### src/sv/assert_macros.svh
// Assertion macros used by the top level of the gzip header parser.
`ifndef ASSERT_MACROS_SVH
`define ASSERT_MACROS_SVH

`ifndef SYNTHESIS

// Check a clocked property, disabled while reset is asserted.
`define ASSERT_CLK(name, clk, rst_n, prop, msg) \
	name: assert property (@(posedge clk) disable iff (!rst_n) prop) else $error(msg);

// Check that a condition never holds at a clock edge outside reset.
`define ASSERT_NEVER(name, clk, rst_n, expr, msg) \
	name: assert property (@(posedge clk) disable iff (!rst_n) !(expr)) else $error(msg);

`else

`define ASSERT_CLK(name, clk, rst_n, prop, msg)
`define ASSERT_NEVER(name, clk, rst_n, expr, msg)

`endif

`endif

### src/sv/gzhp_pkg.sv
// Types, constants and helper functions for the gzip header parser.
`default_nettype none

package gzhp_pkg;

	// Header constants
	localparam logic [7:0]  GZ_ID1        = 8'h1F;
	localparam logic [7:0]  GZ_ID2        = 8'h8B;
	localparam logic [7:0]  GZ_CM_DEFLATE = 8'd8;
	localparam logic [7:0]  GZ_FHCRC      = 8'h02;
	localparam logic [7:0]  GZ_FEXTRA     = 8'h04;
	localparam logic [7:0]  GZ_FNAME      = 8'h08;
	localparam logic [7:0]  GZ_FCOMMENT   = 8'h10;
	localparam logic [7:0]  GZ_RESERVED   = 8'hE0;
	localparam logic [3:0]  GZ_FIXED_LEN  = 4'd10;
	localparam logic [15:0] LIMIT_RESET   = 16'd1024;
	localparam logic [31:0] CRC_INIT      = 32'hFFFF_FFFF;
	localparam logic [31:0] CRC_POLY      = 32'hEDB8_8320;

	// Field positions inside the fixed header
	localparam logic [3:0] IDX_ID1   = 4'd0;
	localparam logic [3:0] IDX_ID2   = 4'd1;
	localparam logic [3:0] IDX_CM    = 4'd2;
	localparam logic [3:0] IDX_FLAGS = 4'd3;

	// Optional-field stages already consumed
	localparam logic [1:0] DONE_FIXED   = 2'd0;
	localparam logic [1:0] DONE_EXTRA   = 2'd1;
	localparam logic [1:0] DONE_NAME    = 2'd2;
	localparam logic [1:0] DONE_COMMENT = 2'd3;

	typedef enum logic [3:0] {
		PH_FIXED   = 4'd0,
		PH_XLEN_LO = 4'd1,
		PH_XLEN_HI = 4'd2,
		PH_EXTRA   = 4'd3,
		PH_NAME    = 4'd4,
		PH_COMMENT = 4'd5,
		PH_HCRC_LO = 4'd6,
		PH_HCRC_HI = 4'd7,
		PH_PAYLOAD = 4'd8,
		PH_ENDED   = 4'd9
	} phase_t;

	typedef enum logic [2:0] {
		ST_PENDING     = 3'd0,
		ST_COMPLETE    = 3'd1,
		ST_PAYLOAD     = 3'd2,
		ST_UNSUPPORTED = 3'd3,
		ST_CRC_BAD     = 3'd4,
		ST_MALFORMED   = 3'd5,
		ST_REJECTED    = 3'd6
	} status_t;

	// One input transfer
	typedef struct packed {
		logic [7:0] data;
		logic       first;
		logic       last;
	} item_t;

	// Fold one byte into the reflected CRC-32 shift register.
	function automatic logic [31:0] crc_fold(input logic [31:0] crc, input logic [7:0] b);
		logic [31:0] c;
		c = crc ^ {24'd0, b};
		for (int i = 0; i < 8; i++) begin
			c = (c >> 1) ^ (CRC_POLY & {32{c[0]}});
		end
		return c;
	endfunction

	// Phase that follows once the given stage has been consumed.
	function automatic phase_t next_phase(input logic [1:0] done, input logic [7:0] flags);
		phase_t ph;
		if (done < DONE_EXTRA && (flags & GZ_FEXTRA) != 8'd0) begin
			ph = PH_XLEN_LO;
		end else if (done < DONE_NAME && (flags & GZ_FNAME) != 8'd0) begin
			ph = PH_NAME;
		end else if (done < DONE_COMMENT && (flags & GZ_FCOMMENT) != 8'd0) begin
			ph = PH_COMMENT;
		end else if ((flags & GZ_FHCRC) != 8'd0) begin
			ph = PH_HCRC_LO;
		end else begin
			ph = PH_PAYLOAD;
		end
		return ph;
	endfunction

endpackage

`default_nettype wire

### src/sv/gzhp_core.sv
// Parse state and per-byte header logic of the gzip header parser.
`default_nettype none

module gzhp_core (
	input  wire logic             clk,
	input  wire logic             arst_n,
	input  wire logic             step,
	input  wire gzhp_pkg::item_t  item,
	input  wire logic [15:0]      limit,
	output gzhp_pkg::status_t     status,
	output logic [7:0]            payload,
	output gzhp_pkg::phase_t      phase
);
	import gzhp_pkg::*;

	phase_t      phase_q;
	logic [3:0]  fixed_idx_q;
	logic [7:0]  flags_q;
	logic        fault_q;
	logic [15:0] extra_q;
	logic [15:0] count_q;
	logic [31:0] crc_q;
	logic [7:0]  check_low_q;

	phase_t      cur_phase, phase_n;
	logic [3:0]  cur_idx, idx_n;
	logic [7:0]  cur_flags, flags_n;
	logic        cur_fault, fault_n;
	logic [15:0] cur_extra, extra_n;
	logic [15:0] cur_count, count_n;
	logic [31:0] cur_crc, crc_n, crc_fold_v;
	logic [7:0]  cur_check, check_n;
	status_t     st;
	logic [7:0]  b;

	assign b          = item.data;
	assign crc_fold_v = crc_fold(cur_crc, b);
	assign phase      = phase_q;

	// Start from cleared state when this byte opens a new member
	always_comb begin
		if (item.first) begin
			cur_phase = PH_FIXED;
			cur_idx   = 4'd0;
			cur_flags = 8'd0;
			cur_fault = 1'b0;
			cur_extra = 16'd0;
			cur_count = 16'd0;
			cur_crc   = CRC_INIT;
			cur_check = 8'd0;
		end else begin
			cur_phase = phase_q;
			cur_idx   = fixed_idx_q;
			cur_flags = flags_q;
			cur_fault = fault_q;
			cur_extra = extra_q;
			cur_count = count_q;
			cur_crc   = crc_q;
			cur_check = check_low_q;
		end
	end

	// Next state and status for one byte
	always_comb begin
		phase_n   = cur_phase;
		idx_n     = cur_idx;
		flags_n   = cur_flags;
		fault_n   = cur_fault;
		extra_n   = cur_extra;
		count_n   = cur_count;
		crc_n     = cur_crc;
		check_n   = cur_check;
		st        = ST_PENDING;
		payload   = 8'd0;

		if (cur_phase == PH_PAYLOAD) begin
			st      = ST_PAYLOAD;
			payload = b;
			if (item.last) begin
				phase_n = PH_ENDED;
			end
		end else if (cur_phase == PH_ENDED) begin
			st = ST_REJECTED;
		end else begin
			case (cur_phase)
				PH_FIXED: begin
					crc_n = crc_fold_v;
					if (cur_idx == IDX_ID1 && b != GZ_ID1) fault_n = 1'b1;
					if (cur_idx == IDX_ID2 && b != GZ_ID2) fault_n = 1'b1;
					if (cur_idx == IDX_CM && b != GZ_CM_DEFLATE) fault_n = 1'b1;
					if (cur_idx == IDX_FLAGS) begin
						flags_n = b;
						if ((b & GZ_RESERVED) != 8'd0) fault_n = 1'b1;
					end
					idx_n = cur_idx + 4'd1;
					if (idx_n >= GZ_FIXED_LEN) begin
						if (fault_n) begin
							st = ST_UNSUPPORTED;
						end else begin
							phase_n = next_phase(DONE_FIXED, flags_n);
						end
					end
				end
				PH_XLEN_LO: begin
					crc_n   = crc_fold_v;
					extra_n = {8'd0, b};
					phase_n = PH_XLEN_HI;
				end
				PH_XLEN_HI: begin
					crc_n   = crc_fold_v;
					extra_n = {b, cur_extra[7:0]};
					phase_n = (extra_n == 16'd0) ? next_phase(DONE_EXTRA, cur_flags) : PH_EXTRA;
				end
				PH_EXTRA: begin
					crc_n   = crc_fold_v;
					extra_n = cur_extra - 16'd1;
					if (extra_n == 16'd0) begin
						phase_n = next_phase(DONE_EXTRA, cur_flags);
					end
				end
				PH_NAME, PH_COMMENT: begin
					if (cur_count >= limit) begin
						st = ST_MALFORMED;
					end else begin
						crc_n   = crc_fold_v;
						count_n = cur_count + 16'd1;
						if (b == 8'd0) begin
							count_n = 16'd0;
							phase_n = next_phase((cur_phase == PH_NAME) ? DONE_NAME : DONE_COMMENT,
								cur_flags);
						end else if (count_n >= limit) begin
							st = ST_MALFORMED;
						end
					end
				end
				PH_HCRC_LO: begin
					check_n = b;
					phase_n = PH_HCRC_HI;
				end
				PH_HCRC_HI: begin
					if ({b, cur_check} != ~cur_crc[15:0]) begin
						st = ST_CRC_BAD;
					end else begin
						phase_n = PH_PAYLOAD;
					end
				end
				default: begin
					st = ST_REJECTED;
				end
			endcase

			// Close the member on an error or truncation; a header end reports complete and closes only on the last byte
			if (st != ST_PENDING) begin
				phase_n = PH_ENDED;
			end else if (phase_n == PH_PAYLOAD) begin
				st = ST_COMPLETE;
				if (item.last) begin
					phase_n = PH_ENDED;
				end
			end else if (item.last) begin
				st      = ST_MALFORMED;
				phase_n = PH_ENDED;
			end
		end
		status = st;
	end

	// Commit parse state on each byte handled
	always_ff @(posedge clk or negedge arst_n) begin
		if (!arst_n) begin
			phase_q     <= PH_FIXED;
			fixed_idx_q <= 4'd0;
			flags_q     <= 8'd0;
			fault_q     <= 1'b0;
			extra_q     <= 16'd0;
			count_q     <= 16'd0;
			crc_q       <= CRC_INIT;
			check_low_q <= 8'd0;
		end else if (step) begin
			phase_q     <= phase_n;
			fixed_idx_q <= idx_n;
			flags_q     <= flags_n;
			fault_q     <= fault_n;
			extra_q     <= extra_n;
			count_q     <= count_n;
			crc_q       <= crc_n;
			check_low_q <= check_n;
		end
	end

endmodule

`default_nettype wire

### src/sv/gzip_header_parser.sv
// Top level of the gzip header parser: channels, pipeline registers and checks.
//
// Usage: bytes of a gzip member enter on the input channel (in_valid/in_ready)
// with first_byte marking the start of a member and last_byte its end. Every
// input transfer yields exactly one result transfer on the output channel
// (out_valid/out_ready) carrying status and payload_byte; payload_byte is the
// input byte when status is payload and zero otherwise.
// The string limit is written through the cfg channel (cfg_valid/cfg_ready),
// which is always ready; write it only while no byte is in flight.
// Path: an input transfer fills the input register, and the parsed result moves
// on into the result register once that is empty or its result is taken.
// Throughput: one byte per cycle while out_ready holds; the CRC-32 byte fold
// and the phase logic both sit in the single stage between the two registers.
// Reset: arst_n clears the parse state to the start of the fixed header, the
// string limit to 1024 and empties both pipeline registers.
// Stall: when out_ready is low with a result held, the input register still
// takes one more byte; in_ready drops only once both registers are full.
`default_nettype none
`include "assert_macros.svh"

module gzip_header_parser (
	input  wire logic        clk,
	input  wire logic        arst_n,
	input  wire logic        in_valid,
	output logic             in_ready,
	input  wire logic [7:0]  data_byte,
	input  wire logic        first_byte,
	input  wire logic        last_byte,
	output logic             out_valid,
	input  wire logic        out_ready,
	output logic [2:0]       status,
	output logic [7:0]       payload_byte,
	input  wire logic        cfg_valid,
	output logic             cfg_ready,
	input  wire logic [15:0] string_limit
);
	import gzhp_pkg::*;

	logic        valid_s1;
	item_t       item_s1;
	logic        valid_s2;
	status_t     status_s2;
	logic [7:0]  payload_s2;
	logic [15:0] limit_q;
	logic        advance;
	logic        step;
	status_t     core_status;
	logic [7:0]  core_payload;
	phase_t      core_phase;

	assign advance   = !valid_s2 || out_ready;
	assign in_ready  = !valid_s1 || advance;
	assign step      = valid_s1 && advance;
	assign cfg_ready = 1'b1;

	// Hold the string limit register
	always_ff @(posedge clk or negedge arst_n) begin
		if (!arst_n) begin
			limit_q <= LIMIT_RESET;
		end else if (cfg_valid) begin
			limit_q <= string_limit;
		end
	end

	// Input register: capture a transfer whenever the stage frees up
	always_ff @(posedge clk or negedge arst_n) begin
		if (!arst_n) begin
			valid_s1 <= 1'b0;
		end else if (in_ready) begin
			valid_s1 <= in_valid;
		end
	end

	always_ff @(posedge clk) begin
		if (in_valid && in_ready) begin
			item_s1 <= '{data: data_byte, first: first_byte, last: last_byte};
		end
	end

	gzhp_core u_core (
		.clk     (clk),
		.arst_n  (arst_n),
		.step    (step),
		.item    (item_s1),
		.limit   (limit_q),
		.status  (core_status),
		.payload (core_payload),
		.phase   (core_phase)
	);

	// Result register: load on advance, drop once transferred
	always_ff @(posedge clk or negedge arst_n) begin
		if (!arst_n) begin
			valid_s2 <= 1'b0;
		end else if (advance) begin
			valid_s2 <= valid_s1;
		end
	end

	always_ff @(posedge clk) begin
		if (step) begin
			status_s2  <= core_status;
			payload_s2 <= core_payload;
		end
	end

	assign out_valid    = valid_s2;
	assign status       = status_s2;
	assign payload_byte = payload_s2;

	// Checks
	`ASSERT_CLK(a_payload_zero, clk, arst_n, (valid_s2 && status_s2 != ST_PAYLOAD) |-> (payload_s2 == 8'd0), "payload byte set outside payload status")
	`ASSERT_NEVER(a_ready_only_on_full, clk, arst_n, !in_ready && !(valid_s1 && valid_s2 && !out_ready), "input stalled while pipeline has room")
	`ASSERT_CLK(a_ended_rejects, clk, arst_n, (step && !item_s1.first && core_phase == PH_ENDED) |=> (status_s2 == ST_REJECTED), "byte after member end not rejected")

endmodule

`default_nettype wire
### config.mk
export PLATFORM = sky130hd
export DESIGN_NAME = gzip_header_parser
export DESIGN_NICKNAME = d
export VERILOG_FILES = /design/src/sv/gzhp_pkg.sv /design/src/sv/gzhp_core.sv /design/src/sv/gzip_header_parser.sv
export VERILOG_INCLUDE_DIRS = /design/src /design/src/sv
export SDC_FILE = /design/constraint.sdc
export NUM_CORES = 1
export LEC_CHECK = 0
export ABC_CLOCK_PERIOD_IN_PS = 6150
export BUFFER_PORTS_ARGS = -buffer_cell sky130_fd_sc_hd__buf_4
export CORE_UTILIZATION = 60
export CTS_CLUSTER_SIZE = 12
export DETAILED_ROUTE_END_ITERATION = 10
export PLACE_DENSITY = 0.82
export SYNTH_ARGS = -nofsm -noshare
export SYNTH_HDL_FRONTEND = slang
export SYNTH_SLANG_ARGS = --single-unit
export TNS_END_PERCENT = 50
### constraint.sdc
create_clock -name clk -period 6.15 [get_ports clk]
set_input_delay 0.3075 -clock clk [delete_from_list [all_inputs] [get_ports clk]]
set_output_delay 0.3075 -clock clk [all_outputs]
set_load 0.005 [all_outputs]
-- Yosys cells after proc, flatten, opt, wreduce, memory -nomap -nowiden
Cells that the tools add are included.
- register bits: 128
- input port bits: 31
- output and inout port bits: 14
- $lt $le $gt $ge: 6
- $add $sub $neg: 3
- reductions and logical operators: 23
- eq/ne operators: 17
- mux-type cells: 83
- bitwise operators: 10
- operator list (operator ; count):
    bitwise XOR 31 x 32 -> 32 bit ; 8
    two-way mux 16 bit ; 9
    two-way mux 32 bit ; 4
    two-way mux 4 bit ; 29
    two-way mux 8 bit ; 12
    case mux 32 bit (2 select lines) ; 1
    case mux 16 bit (3 select lines) ; 1
    two-way mux 3 bit ; 11
    greater-or-equal comparator 16 bit ; 2
    logical NOT 16 bit ; 2
    bitwise XOR 32 x 8 -> 32 bit ; 1
    case mux 4 bit (7 select lines) ; 1
    adder 16 x 1 -> 16 bit (second input constant) ; 1
    equality test 4 x 2 -> 1 bit (second input constant) ; 4
    equality test 4 x 3 -> 1 bit (second input constant) ; 4
    inequality test 16 bit ; 1
    inverter 16 bit ; 1
    subtractor 16 x 1 -> 16 bit (second input constant) ; 1
    two-way mux 1 bit ; 13
    equality test 4 bit (second input constant) ; 3
    case mux 3 bit (4 select lines) ; 1
    equality test 4 x 1 -> 1 bit (second input constant) ; 2
    logical AND 1 bit ; 8
    logical NOT 4 bit ; 2
    15 further kinds ; 20

-- Logic depth before layout (Yosys ltp)
Gate-level depths: netlist of run 1.
- depth in word-level cells: 20
- gate-level depth with buffers: 22

-- By module
Synthesis of run 1 repeated with hierarchy kept, for this count alone.
- cell total of the unflattened synthesis: 992
- area total of the unflattened synthesis: 9140.0 µm²
- by module, submodules not included (module ; cells an instance ; instances ; area each (µm²)):
    gzhp_core ; 927 ; 1 ; 7758.7
    gzip_header_parser ; 65 ; 1 ; 1381.3

-- Least setup slack after synthesis of run 1
OpenSTA, ideal clock, no wires.
- kind: register -> register
- start point: register item_s1[1] (netlist bit)
- end point: register status_s2[0], in the netlist status[0] (data pin)
- setup time: 270 ps
- required time: 5880 ps
- setup slack: 1518 ps
- cell stages (with the launch flop): 21
- arrival: 4362 ps
- clock period less this slack: 4632 ps
- cell sequence: edfxtp_1 -> buf_4 -> buf_4 -> buf_2 -> buf_1 -> buf_1 -> clkbuf_1 -> nor2b_1 -> ha_1 -> and4_1 -> nand4_1 -> nor2_1 -> nand3_1 -> or3_1 -> a21oi_1 -> ha_1 -> nand4_1 -> a211oi_1 -> a211o_1 -> a21oi_1 -> or3b_2
- longest elaborated chain between the ends: 19
- elaborated cells between the ends (all ways): 91
- those cells by class: add/sub: 3; order compare: 6; eq/ne: 14; mux: 53; bitwise: 1; reduce/logical: 14
- RTL lines (what ; line ; RTL):
    start, declared ; gzip_header_parser.sv:40 ; item_t item_s1;
    start signal, assigned ; gzip_header_parser.sv:76 ; item_s1 <= '{data: data_byte, first: first_byte, last: last_byte};
    branches (longest 19 deep; another with adder 16 x 1 -> 16 bit) ; n/a ;
    end signal, assigned ; gzip_header_parser.sv:102 ; status_s2 <= core_status;
    end, declared ; gzip_header_parser.sv:42 ; status_t status_s2;
Several ways; the timed one is not identified. The select of a mux whose other input is x is not followed.
A chain may end at the register's enable or synchronous reset.

-- Worst setup path after layout of run 1
Same ends and word-level chain as after synthesis.

==> results of run 1 <==
-- cells in the final DEF (no fill, tap or decap), types with 8 or more instances in the layout --
| master | n |
|---|---|
| a21oi_1 | 48 |
| a22o_1 | 17 |
| a22oi_1 | 8 |
| a31oi_1 | 9 |
| and2_1 | 10 |
| and3_1 | 8 |
| buf_4 | 55 |
| clkbuf_16 | 19 |
| dfrtp_1 | 70 |
| dfstp_2 | 33 |
| edfxtp_1 | 21 |
| ha_1 | 41 |
| inv_1 | 36 |
| nand2_1 | 128 |
| nand2b_1 | 11 |
| nand3_1 | 18 |
| nand4_1 | 11 |
| nor2_1 | 65 |
| nor2b_1 | 23 |
| nor3_1 | 19 |
| nor4_1 | 8 |
| o21ai_0 | 101 |
| o31ai_1 | 9 |
| xnor2_1 | 70 |
| xor2_1 | 36 |
-- layer usage --
metal,vias up,global-route usage [%],wire length (um)
met4,0,12.0,483
met2,323,44.9,9420
met5,-,0,0
li1,3483,-,-
met1,3494,40.9,9160
met3,52,7.24,1530
-- critical path, stage by stage, from the launching register on --
cell	delay [ns]
edfxtp_1	0.76
nor2b_1	0.34
ha_1	0.24
and4_1	0.23
nand4_1	0.22
nor2_1	0.18
nand3_1	0.20
or3_1	0.39
a21oi_1	0.23
ha_1	0.30
nand4_1	0.12
a211oi_1	0.06
a211o_1	0.31
a21oi_1	0.21
or3b_2	0.46
-- state kept, by name, indices dropped and copies added, names as in the netlist --
register	cells
u_core.fault_q	1
status	3
payload_byte	8
item_s1	10
u_core.count_q	16
u_core.phase	4
u_core.crc_q	32
limit_q	16
valid_s1	1
u_core.fixed_idx_q	4
u_core.extra_q	16
u_core.flags_q	4
out_valid	1
u_core.check_low_q	8
-- worst max-delay path by stage --
stage	startpoint	to	cells after the start
floorplan	item_s1[1]	status[0]	20
global placement	item_s1[1]	status[0]	14
detailed placement	item_s1[1]	status[0]	14
CTS	item_s1[1]	status[0]	14
global route	item_s1[1]	status[0]	14
finish	item_s1[1]	status[0]	14
-- logic make-up (layout without fill, tap and decap cells) --
group	after synthesis	in the layout
AND/OR/NAND/NOR	332	332
AO/OA/AOI/OAI	264	264
flip-flops	124	124
XOR/XNOR	108	108
buffers and inverters	96	125
adder cells (fa/ha/maj)	41	41
multiplexers	9	9
other	1	1
-- layout make-up --
type	count	area (um2)
Timing Repair Buffer	56	423
Inverter	37	139
Tap cell	180	225
Clock buffer	23	510
Sequential cell	124	3250
Clock inverter	9	57.6
Fill cell	1079	4400
Multi-Input combinational cell	755	4880
-- power by group --
group          internal [mW]  switching (mW)  leakage [nW]
sequential              1.07           0.203          1.47
combinational          0.583           0.670          2.34
clock                  0.582           0.371         0.287
total                   2.24            1.24          4.10
-- repair_timing --
action                                 CTS  global route
hold buffers                             1             0
endpoints found under the hold margin   38             0
gates resized for setup                  0             0
-- Yosys cell counts (4+ instances only) --
cell / count / area [um2]
o21ai_0: 101 / 505
mux2_2: 5 / 56.3
o22ai_1: 5 / 31.3
and3_1: 8 / 50.1
buf_1: 6 / 22.5
buf_2: 17 / 85.1
edfxtp_1: 21 / 631
dfstp_2: 33 / 867
nor2b_1: 23 / 144
o41ai_1: 4 / 35.0
o31ai_1: 9 / 67.6
a21oi_1: 48 / 240
clkbuf_1: 33 / 124
a21o_1: 6 / 45.0
xor2_1: 36 / 315
nor2_1: 65 / 244
nor3b_1: 4 / 30.0
or3_1: 5 / 31.3
inv_1: 36 / 135
a22o_1: 17 / 149
dfrtp_1: 70 / 1750
nand3_1: 18 / 90.1
xnor2_1: 70 / 613
nand2_1: 128 / 480
a22oi_1: 8 / 60.1
o32ai_1: 4 / 35.0
o211ai_1: 7 / 52.6
nand2b_1: 11 / 68.8
nor4_1: 8 / 50.1
a31oi_1: 9 / 56.3
nor3_1: 19 / 95.1
a211oi_1: 7 / 52.6
ha_1: 41 / 513
o221ai_1: 6 / 52.6
and2_1: 10 / 62.6
mux2i_1: 4 / 40.0
nand4_1: 11 / 68.8
==> flow_metrics.env, run 1 <==
export IMPL_status="completed"
export IMPL_synth_simple_gate_area_share_pct=19.1
export IMPL_syn_area_per_cell_um2=8.74
export IMPL_power_density_nw_per_um2=367
export IMPL_ys_ff_latch=124
export IMPL_synth_compound_area_share_pct=19.7
export IMPL_grt_max_degree=69
export IMPL_netlist_area_um2=8520
export IMPL_worstHoldPathCells=1
export IMPL_post_place_ws_ns=1.73
export IMPL_die_w_um=121
export IMPL_grt_pass1_vias=6952
export IMPL_wire_per_inst_um=17.4
export IMPL_drtIter0Drc=704
export IMPL_dr_pass1_iters=6
export IMPL_synthCells=975
export IMPL_wl_mm=20.6
export IMPL_min_path_type="in2reg"
export IMPL_final_max_slew_viol_count=0
export IMPL_drc=0
export IMPL_clockBufferDepth=2
export IMPL_drtAntennaViolNets=0
export IMPL_fp_coreArea_um2=13900
export IMPL_syn_nets=1047
export IMPL_row_count=43
export IMPL_total_power_mw=3.48
export IMPL_hold_ws_ns=0.0533
export IMPL_io_pins=45
export IMPL_tightest_slew_ns=1.28
export IMPL_rsz0062_at_grt="no"
export IMPL_ys_seq_area_share_pct=38.1
export IMPL_diodes=0
export IMPL_vias_per_cell=6.21
export IMPL_io_buffer_count=43
export IMPL_h_tree_depth=4
export IMPL_placed_cell_area_um2=8900
export IMPL_cts_sink_count=124
export IMPL_setup_violations=0
export IMPL_hold_end="item_s1[3]"
export IMPL_start_kind="register"
export IMPL_fin_crit_sh_pct=73.5
export IMPL_clk_latency_ns=0.43
export IMPL_hpwl_mm=14.2
export IMPL_finalClockSkew_ns=0.00713
export IMPL_reg2reg_from="item_s1[1]"
export IMPL_grt_first_pass_wirelength_mm=34.0
export IMPL_synth_edf_count=21
export IMPL_synth_fa_ha_area_share_pct=6.02
export IMPL_die_y_um=121
export IMPL_setup_ws_ns=1.63
export IMPL_drive_gt1_share_pct=13.8
export IMPL_relSlewSlack_pct=14.1
export IMPL_arrival_ns=4.69
export IMPL_cts_setup_buffers=0
export IMPL_fin_util_pct=68.3
export IMPL_peakVddDrop_mv=0.384
export IMPL_synth_warnings=0
export IMPL_die_area_um2=14700
export IMPL_min_from="data_byte[1]"
export IMPL_synth_xor_area_share_pct=11.3
export IMPL_fin_nets=1063
export IMPL_globalRouteTotalUtil_pct=29.8
export IMPL_area_growth_pct=11.3
export IMPL_cp_required_ns=6.32
export IMPL_period_minus_slack_ns=4.52
export IMPL_reg2reg_setup_slack_ns=1.63
export IMPL_finish_instance_area_um2=9480
export IMPL_reg2reg_depth=14
export IMPL_synth_top_family_by_area="compound AO/OA/AOI/OAI gates"
export IMPL_cts_buffers=17
export IMPL_antenna_found_initial=0
export IMPL_grt_overflow=0
export IMPL_muxShareOfSynthArea_pct=1.13
export IMPL_leakagePower_nw=4.10
export IMPL_path_class="reg2reg"
export IMPL_clock_fmax_ghz=0.221
export IMPL_ys_async_sr_fraction_pct=83.1
export IMPL_finalNonFillerCells=1184
export IMPL_cap_violations=0
export IMPL_gp_congestion=0.935
export IMPL_dp_cells=1151
export IMPL_start_util_pct=61.4
export IMPL_cts_root_buf="clkbuf_16"
export IMPL_r2r_end="status[0]"
export IMPL_critPathCaptureType="register"
export IMPL_tns_ns=0
export IMPL_synthFlopType="dfrtp_1"
export IMPL_vias=7352
export IMPL_clkSlewWorstSetupHoldPaths_ns=0.05
export IMPL_synth_cell_types=71
export IMPL_cts_tree="built"
export IMPL_hold_viol=0
export IMPL_cp_max_fo=27
(Power assumes the default switching activity.)
==> inputs of run 2 (changes only) <==
ABC_CLOCK_PERIOD_IN_PS = 4250   (was 6150)
clock period = 4.25 ns   (was 6.15 ns; I/O delays follow)
==> run 2 against run 1 <==
Compared with the run above:
- cell count up 2.7%
- register-to-register slack lost 1.3 ns
- utilization increased by 2.8 points
- non-clock buffer count rose by 32
- largest cell class unchanged
- critical path depth stayed put
- flip-flop and latch count is the same
- final area grew 4.1%
- total power rose by 49%
- global-route usage up 1.0 points
- die area did not move
==> flow_metrics.env, run 2 (synthesized netlist as in run 1, its figures left out) <==
export IMPL_status="completed"
export IMPL_top_register="u_core.crc_q"
export IMPL_drtAntennaViolNets=0
export IMPL_period_minus_slack_ns=3.96
export IMPL_start_kind="register"
export IMPL_relSlewSlack_pct=44.9
export IMPL_leakagePower_nw=4.25
export IMPL_cts_root_buf="clkbuf_16"
export IMPL_final_cell_mix="nand2_1 (128), o21ai_0 (101), xnor2_1 (70), dfrtp_1 (70), nor2_1 (65)"
export IMPL_vias=7422
export IMPL_wl_mm=21.3
export IMPL_p_clk_share_pct=28.7
export IMPL_h_tree_depth=4
export IMPL_min_path_type="in2reg"
export IMPL_final_max_slew_viol_count=0
export IMPL_hold_viol=0
export IMPL_cpMaxStageDelayCell="or3_4"
export IMPL_drive_gt1_share_pct=14.9
export IMPL_grt_max_degree=70
export IMPL_cp_slowest_stage_delay_ns=0.48
export IMPL_path_class="reg2reg"
export IMPL_p_sw_mw=1.82
export IMPL_seq_power_share_pct=35.2
export IMPL_combPwrFrac_pct=36.1
export IMPL_row_count=43
export IMPL_fin_crit_sh_pct=93.2
export IMPL_io_pins=45
export IMPL_drc=0
export IMPL_clkSlewWorstSetupHoldPaths_ns=0.06
export IMPL_io_buffer_count=43
export IMPL_reg2reg_setup_slack_ns=0.29
export IMPL_antenna_found_initial=0
export IMPL_crit_chain="buf_12 -> and2b_1 -> nand4_1 -> or3_4 -> nor2_1 -> nand3_1 -> xor2_1 -> nor2_1 -> ha_1 -> a21oi_1 -> o21ai_0 -> a211o_1 -> a21oi_2 -> or3b_2"
export IMPL_area_growth_pct=15.8
export IMPL_clk_latency_ns=0.43
export IMPL_clock_fmax_ghz=0.253
export IMPL_grt_overflow=0
export IMPL_fp_coreArea_um2=13900
export IMPL_cp_required_ns=4.41
export IMPL_die_area_um2=14700
export IMPL_die_y_um=121
export IMPL_cap_violations=0
export IMPL_hpwl_mm=14.2
export IMPL_dp_cells=1159
export IMPL_grt_pass1_vias=7137
export IMPL_final_seq_area_um2=3250
export IMPL_critPathCaptureType="register"
export IMPL_rsz0062_at_grt="no"
export IMPL_arrival_ns=4.12
export IMPL_multi_input_area_um2=4920
export IMPL_fin_nets=1095
export IMPL_tightest_slew_ns=0.820
export IMPL_cts_buffers=17
export IMPL_finalClockSkew_ns=0.00681
export IMPL_clockBufferDepth=2
export IMPL_fillers=1042
export IMPL_dr_pass1_iters=5
export IMPL_grt_first_pass_wirelength_mm=35.3
export IMPL_start_util_pct=61.4
export IMPL_cts_setup_buffers=0
export IMPL_finalNonFillerCells=1216
export IMPL_cts_sink_count=124
export IMPL_p_int_mw=3.37
export IMPL_die_w_um=121
export IMPL_cp_max_fo=34
export IMPL_crit_top_cell="nor2_1"
export IMPL_globalRouteTotalUtil_pct=30.8
export IMPL_wire_per_inst_um=17.5
export IMPL_largest_reg_flops=32
export IMPL_setup_violations=0
export IMPL_drtIter0Drc=812
export IMPL_vias_per_cell=6.10
export IMPL_final_common_cell="nand2_1"
export IMPL_diodes=0
export IMPL_power_density_nw_per_um2=526
export IMPL_netSwitchingFraction_pct=35.1
export IMPL_peakVddDrop_mv=0.544
export IMPL_cts_tree="built"
export IMPL_tns_ns=0
export IMPL_gp_congestion=0.943
==> run 2: cell count changes in the layout (fill, tap and decap cells not counted), moves of 2 or more <==
| cell | delta |
|---|---|
| dlygate4sd3_1 | +24 |
| bufinv_16 | +3 |
| a21oi_1 | -2 |
| buf_4 | +7 |
| nor2b_1 | -2 |
| a21oi_2 | +2 |
| clkbuf_16 | -2 |
==> run 2: power groups by stage <==
stage / Clock [mW] / Sequential (mW) / Combinational (mW)
2_1_floorplan: 0 / 1.68 / 1.55
3_3_place_gp: 0 / 1.83 / 1.77
3_5_place_dp: 0 / 1.83 / 1.83
4_1_cts: 1.50 / 1.82 / 1.87
5_1_grt: 1.56 / 1.85 / 2.07
6_report: 1.49 / 1.83 / 1.87
==> run 2: per-layer routing <==
metal  wire length, um  vias up  global-route usage, %
li1                  -     3542                      -
met1              9430     3564                   42.3
met2             10100      278                   48.0
met3              1360       38                   7.00
met4               371        0                   9.88
met5                 0        -                      0
==> run 2: area by class of cell <==
class,count,share of cell area [%]
clock buffer,21,4.67
clock inverter,11,1.43
multi-input combinational,755,49.8
inverter,37,1.41
sequential,124,32.9
timing repair buffer,88,7.46
tap,180,2.28
==> run 2: timing repair <==
action | in CTS | in global routing
hold endpoints to repair | 71 | 1
resized for setup | 0 | 1
setup endpoints to repair | 0 | 2
hold buffers | 24 | 1
==> run 2: worst paths after layout <==
kind / from / endpoint / cells after the start
setup / recovery: item_s1[1] / status[0] / 14
hold / removal: string_limit[5] / limit_q[5] / 3
setup reg to reg: item_s1[1] / status[0] / 14
hold reg to reg: u_core.crc_q[25] / u_core.crc_q[25] / 2
max in group asynchronous: arst_n / u_core.crc_q[23] / 3
min in group asynchronous: arst_n / limit_q[14] / 2
==> run 2: stage by stage <==
step | setup slack [ns] | hold slack, ns | area, um2 | power (mW) | utilization [%]
5_1_grt | 0.0560 | 0.0175 | 9870 | 5.48 | 71.1
6_report | 0.290 | 0.00737 | 9870 | 5.19 | 71.1
4_1_cts | 0.276 | 0.000826 | 9850 | 5.18 | 71.0
3_5_place_dp | 0.300 | 0.354 | 9010 | 3.67 | 64.9
2_1_floorplan | 0.0134 | -0.0831 | 8580 | 3.23 | -
3_3_place_gp | 0.445 | 0.350 | 9010 | 3.60 | 64.9
==> run 2: worst max-delay path: cells and delay by family, from the launching register on <==
family	cells	cell delay (ns)
simple gates	7	1.94
xor+xnor	1	0.15
flops	1	0.41
compound gates	4	0.71
fa+ha+maj	1	0.28
buf+inv	1	0.19
==> inputs of run 3 (changes only) <==
MAX_ROUTING_LAYER = met4   (was unset)
==> run 3 against run 2 <==
Compared with the run above:
- sequential power about the same
- combinational power about the same
- worst hold slack better by 0.010 ns
- critical endpoint unchanged
- largest cell class unchanged
- highest routed layer unchanged
==> flow_metrics.env, run 3 (synthesized netlist as in run 1, its figures left out) <==
export IMPL_status="completed"
export IMPL_die_area_um2=14700
export IMPL_cts_resized=0
export IMPL_wire_per_inst_um=17.5
export IMPL_fin_nets=1096
export IMPL_post_place_ws_ns=0.322
export IMPL_die_w_um=121
export IMPL_power_density_nw_per_um2=519
export IMPL_finalClockSkew_ns=0.00839
export IMPL_rsz0062_at_grt="no"
export IMPL_antenna_found_initial=0
export IMPL_final_seq_area_um2=3250
export IMPL_drc=0
export IMPL_drtIter0Drc=769
export IMPL_wl_mm=21.3
export IMPL_peakVddDrop_mv=0.564
export IMPL_drive_gt1_share_pct=14.4
export IMPL_grt_overflow=0
export IMPL_r2r_end="status[0]"
export IMPL_min_from="string_limit[10]"
export IMPL_path_class="reg2reg"
export IMPL_hold_end="limit_q[10]"
export IMPL_finalNonFillerCells=1217
export IMPL_hpwl_mm=14.1
export IMPL_relSlewSlack_pct=44.0
export IMPL_diodes=0
export IMPL_tightest_slew_ns=0.840
export IMPL_met3WireLength_mm=1.38
export IMPL_grt_max_degree=70
export IMPL_vias_per_cell=6.09
export IMPL_drtAntennaViolNets=0
export IMPL_cts_sink_count=124
export IMPL_dp_cells=1159
export IMPL_leakagePower_nw=4.24
export IMPL_start_util_pct=61.4
export IMPL_fp_coreArea_um2=13900
export IMPL_wl_met1_mm=9.52
export IMPL_reg2reg_from="item_s1[1]"
export IMPL_h_tree_depth=4
export IMPL_cp_required_ns=4.41
export IMPL_arrival_ns=4.13
export IMPL_row_count=43
export IMPL_cts_root_buf="clkbuf_16"
export IMPL_final_cell_mix="nand2_1 (128), o21ai_0 (101), xnor2_1 (70), dfrtp_1 (70), nor2_1 (65)"
export IMPL_gp_congestion=0.945
export IMPL_dr_pass1_iters=7
export IMPL_final_max_slew_viol_count=0
export IMPL_largest_reg_flops=32
export IMPL_highest_layer="met4"
export IMPL_io_pins=45
export IMPL_grt_first_pass_wirelength_mm=35.2
export IMPL_reg2reg_setup_slack_ns=0.28
export IMPL_setup_violations=0
export IMPL_cts_tree="built"
export IMPL_area_growth_pct=15.6
export IMPL_hold_viol=0
export IMPL_setup_ws_ns=0.282
export IMPL_cts_buffers=17
export IMPL_io_buffer_count=43
export IMPL_min_path_type="in2reg"
export IMPL_cp_max_fo=34
export IMPL_start_kind="register"
export IMPL_fin_crit_sh_pct=93.4
export IMPL_worstSetupStartpoint="item_s1[1]"
export IMPL_clock_fmax_ghz=0.252
export IMPL_grt_pass1_vias=7175
export IMPL_top_register="u_core.crc_q"
export IMPL_tns_ns=0
export IMPL_cap_violations=0
export IMPL_clk_latency_ns=0.43
export IMPL_reg2reg_depth=14
export IMPL_period_minus_slack_ns=3.97
export IMPL_fillers=1028
export IMPL_multi_input_area_um2=4910
export IMPL_clkSlewWorstSetupHoldPaths_ns=0.06
export IMPL_globalRouteTotalUtil_pct=31.7
export IMPL_vias=7417
export IMPL_die_y_um=121
export IMPL_critPathCaptureType="register"
export IMPL_final_common_cell="nand2_1"
export IMPL_clockBufferDepth=2
export IMPL_wl_met2_mm=9.97
export IMPL_worstHoldPathCells=3
==> run 3: cell types whose count changed in the layout (fill, tap and decap cells not counted), sizes merged <==
cell and delta:
dlygate4sd3 +1, clkbuf +7, clkinv -2, clkinvlp -1
inv -1, bufinv -3
==> run 3: per-layer routing <==
metal	vias up	global-route usage, %
met4	0	12.2
met1	3552	41.5
met5	-	-
met2	283	47.7
met3	37	7.38
li1	3545	-
==> run 3: worst max path at each step <==
stage,slack (ns),endpoint,cells after the start
4_1_cts,0.31,status[0],14
6_report,0.28,status[0],14
2_1_floorplan,0.01,status[0],20
5_1_grt,0.09,status[0],14
3_3_place_gp,0.46,status[0],14
3_5_place_dp,0.32,status[0],14
==> run 3: timing repair <==
action,4_1_cts,5_1_grt
endpoints found under the hold margin,67,0
endpoints found under the setup margin,0,0
buffers inserted,0,0
hold buffers,26,0
==> run 3: per-stage QoR <==
| stage | util, % | instance area (um2) | power (mW) | hold WS [ns] |
|---|---|---|---|---|
| 6_report | 70.9 | 9850 | 5.11 | 0.0174 |
| 5_1_grt | 70.9 | 9850 | 5.40 | 0.0149 |
| 4_1_cts | 70.9 | 9850 | 5.10 | 0.00806 |
| 3_5_place_dp | 64.9 | 9010 | 3.66 | 0.352 |
| 3_3_place_gp | 64.9 | 9010 | 3.60 | 0.351 |
| 2_1_floorplan | - | 8580 | 3.23 | -0.0831 |
==> run 3: worst max-delay path: stages, from the launching register on <==
cell      delay, ns
edfxtp_1       0.41
buf_12         0.19
and2b_1        0.28
nand4_1        0.23
or3_1          0.51
nor2_1         0.24
nand3_1        0.12
xor2_1         0.15
nor2_1         0.14
ha_1           0.28
nand4_1        0.12
a211oi_1       0.07
a211o_1        0.33
a21oi_2        0.19
or3b_2         0.45
==> run 3: power by group <==
group	leakage (nW)	internal [mW]	switching, mW
Combinational	2.48	0.871	1.00
Clock	0.284	0.880	0.523
Sequential	1.47	1.55	0.283
Total	4.24	3.30	1.81
==> run 3: final cells by class <==
| class | instances | share of cell area [%] |
|---|---|---|
| Multi-Input combinational cell | 755 | 49.9 |
| Sequential cell | 124 | 33.0 |
| Timing Repair Buffer | 89 | 7.57 |
| Clock buffer | 28 | 5.59 |
| Tap cell | 180 | 2.29 |
| Inverter | 37 | 1.41 |
| Clock inverter | 4 | 0.241 |
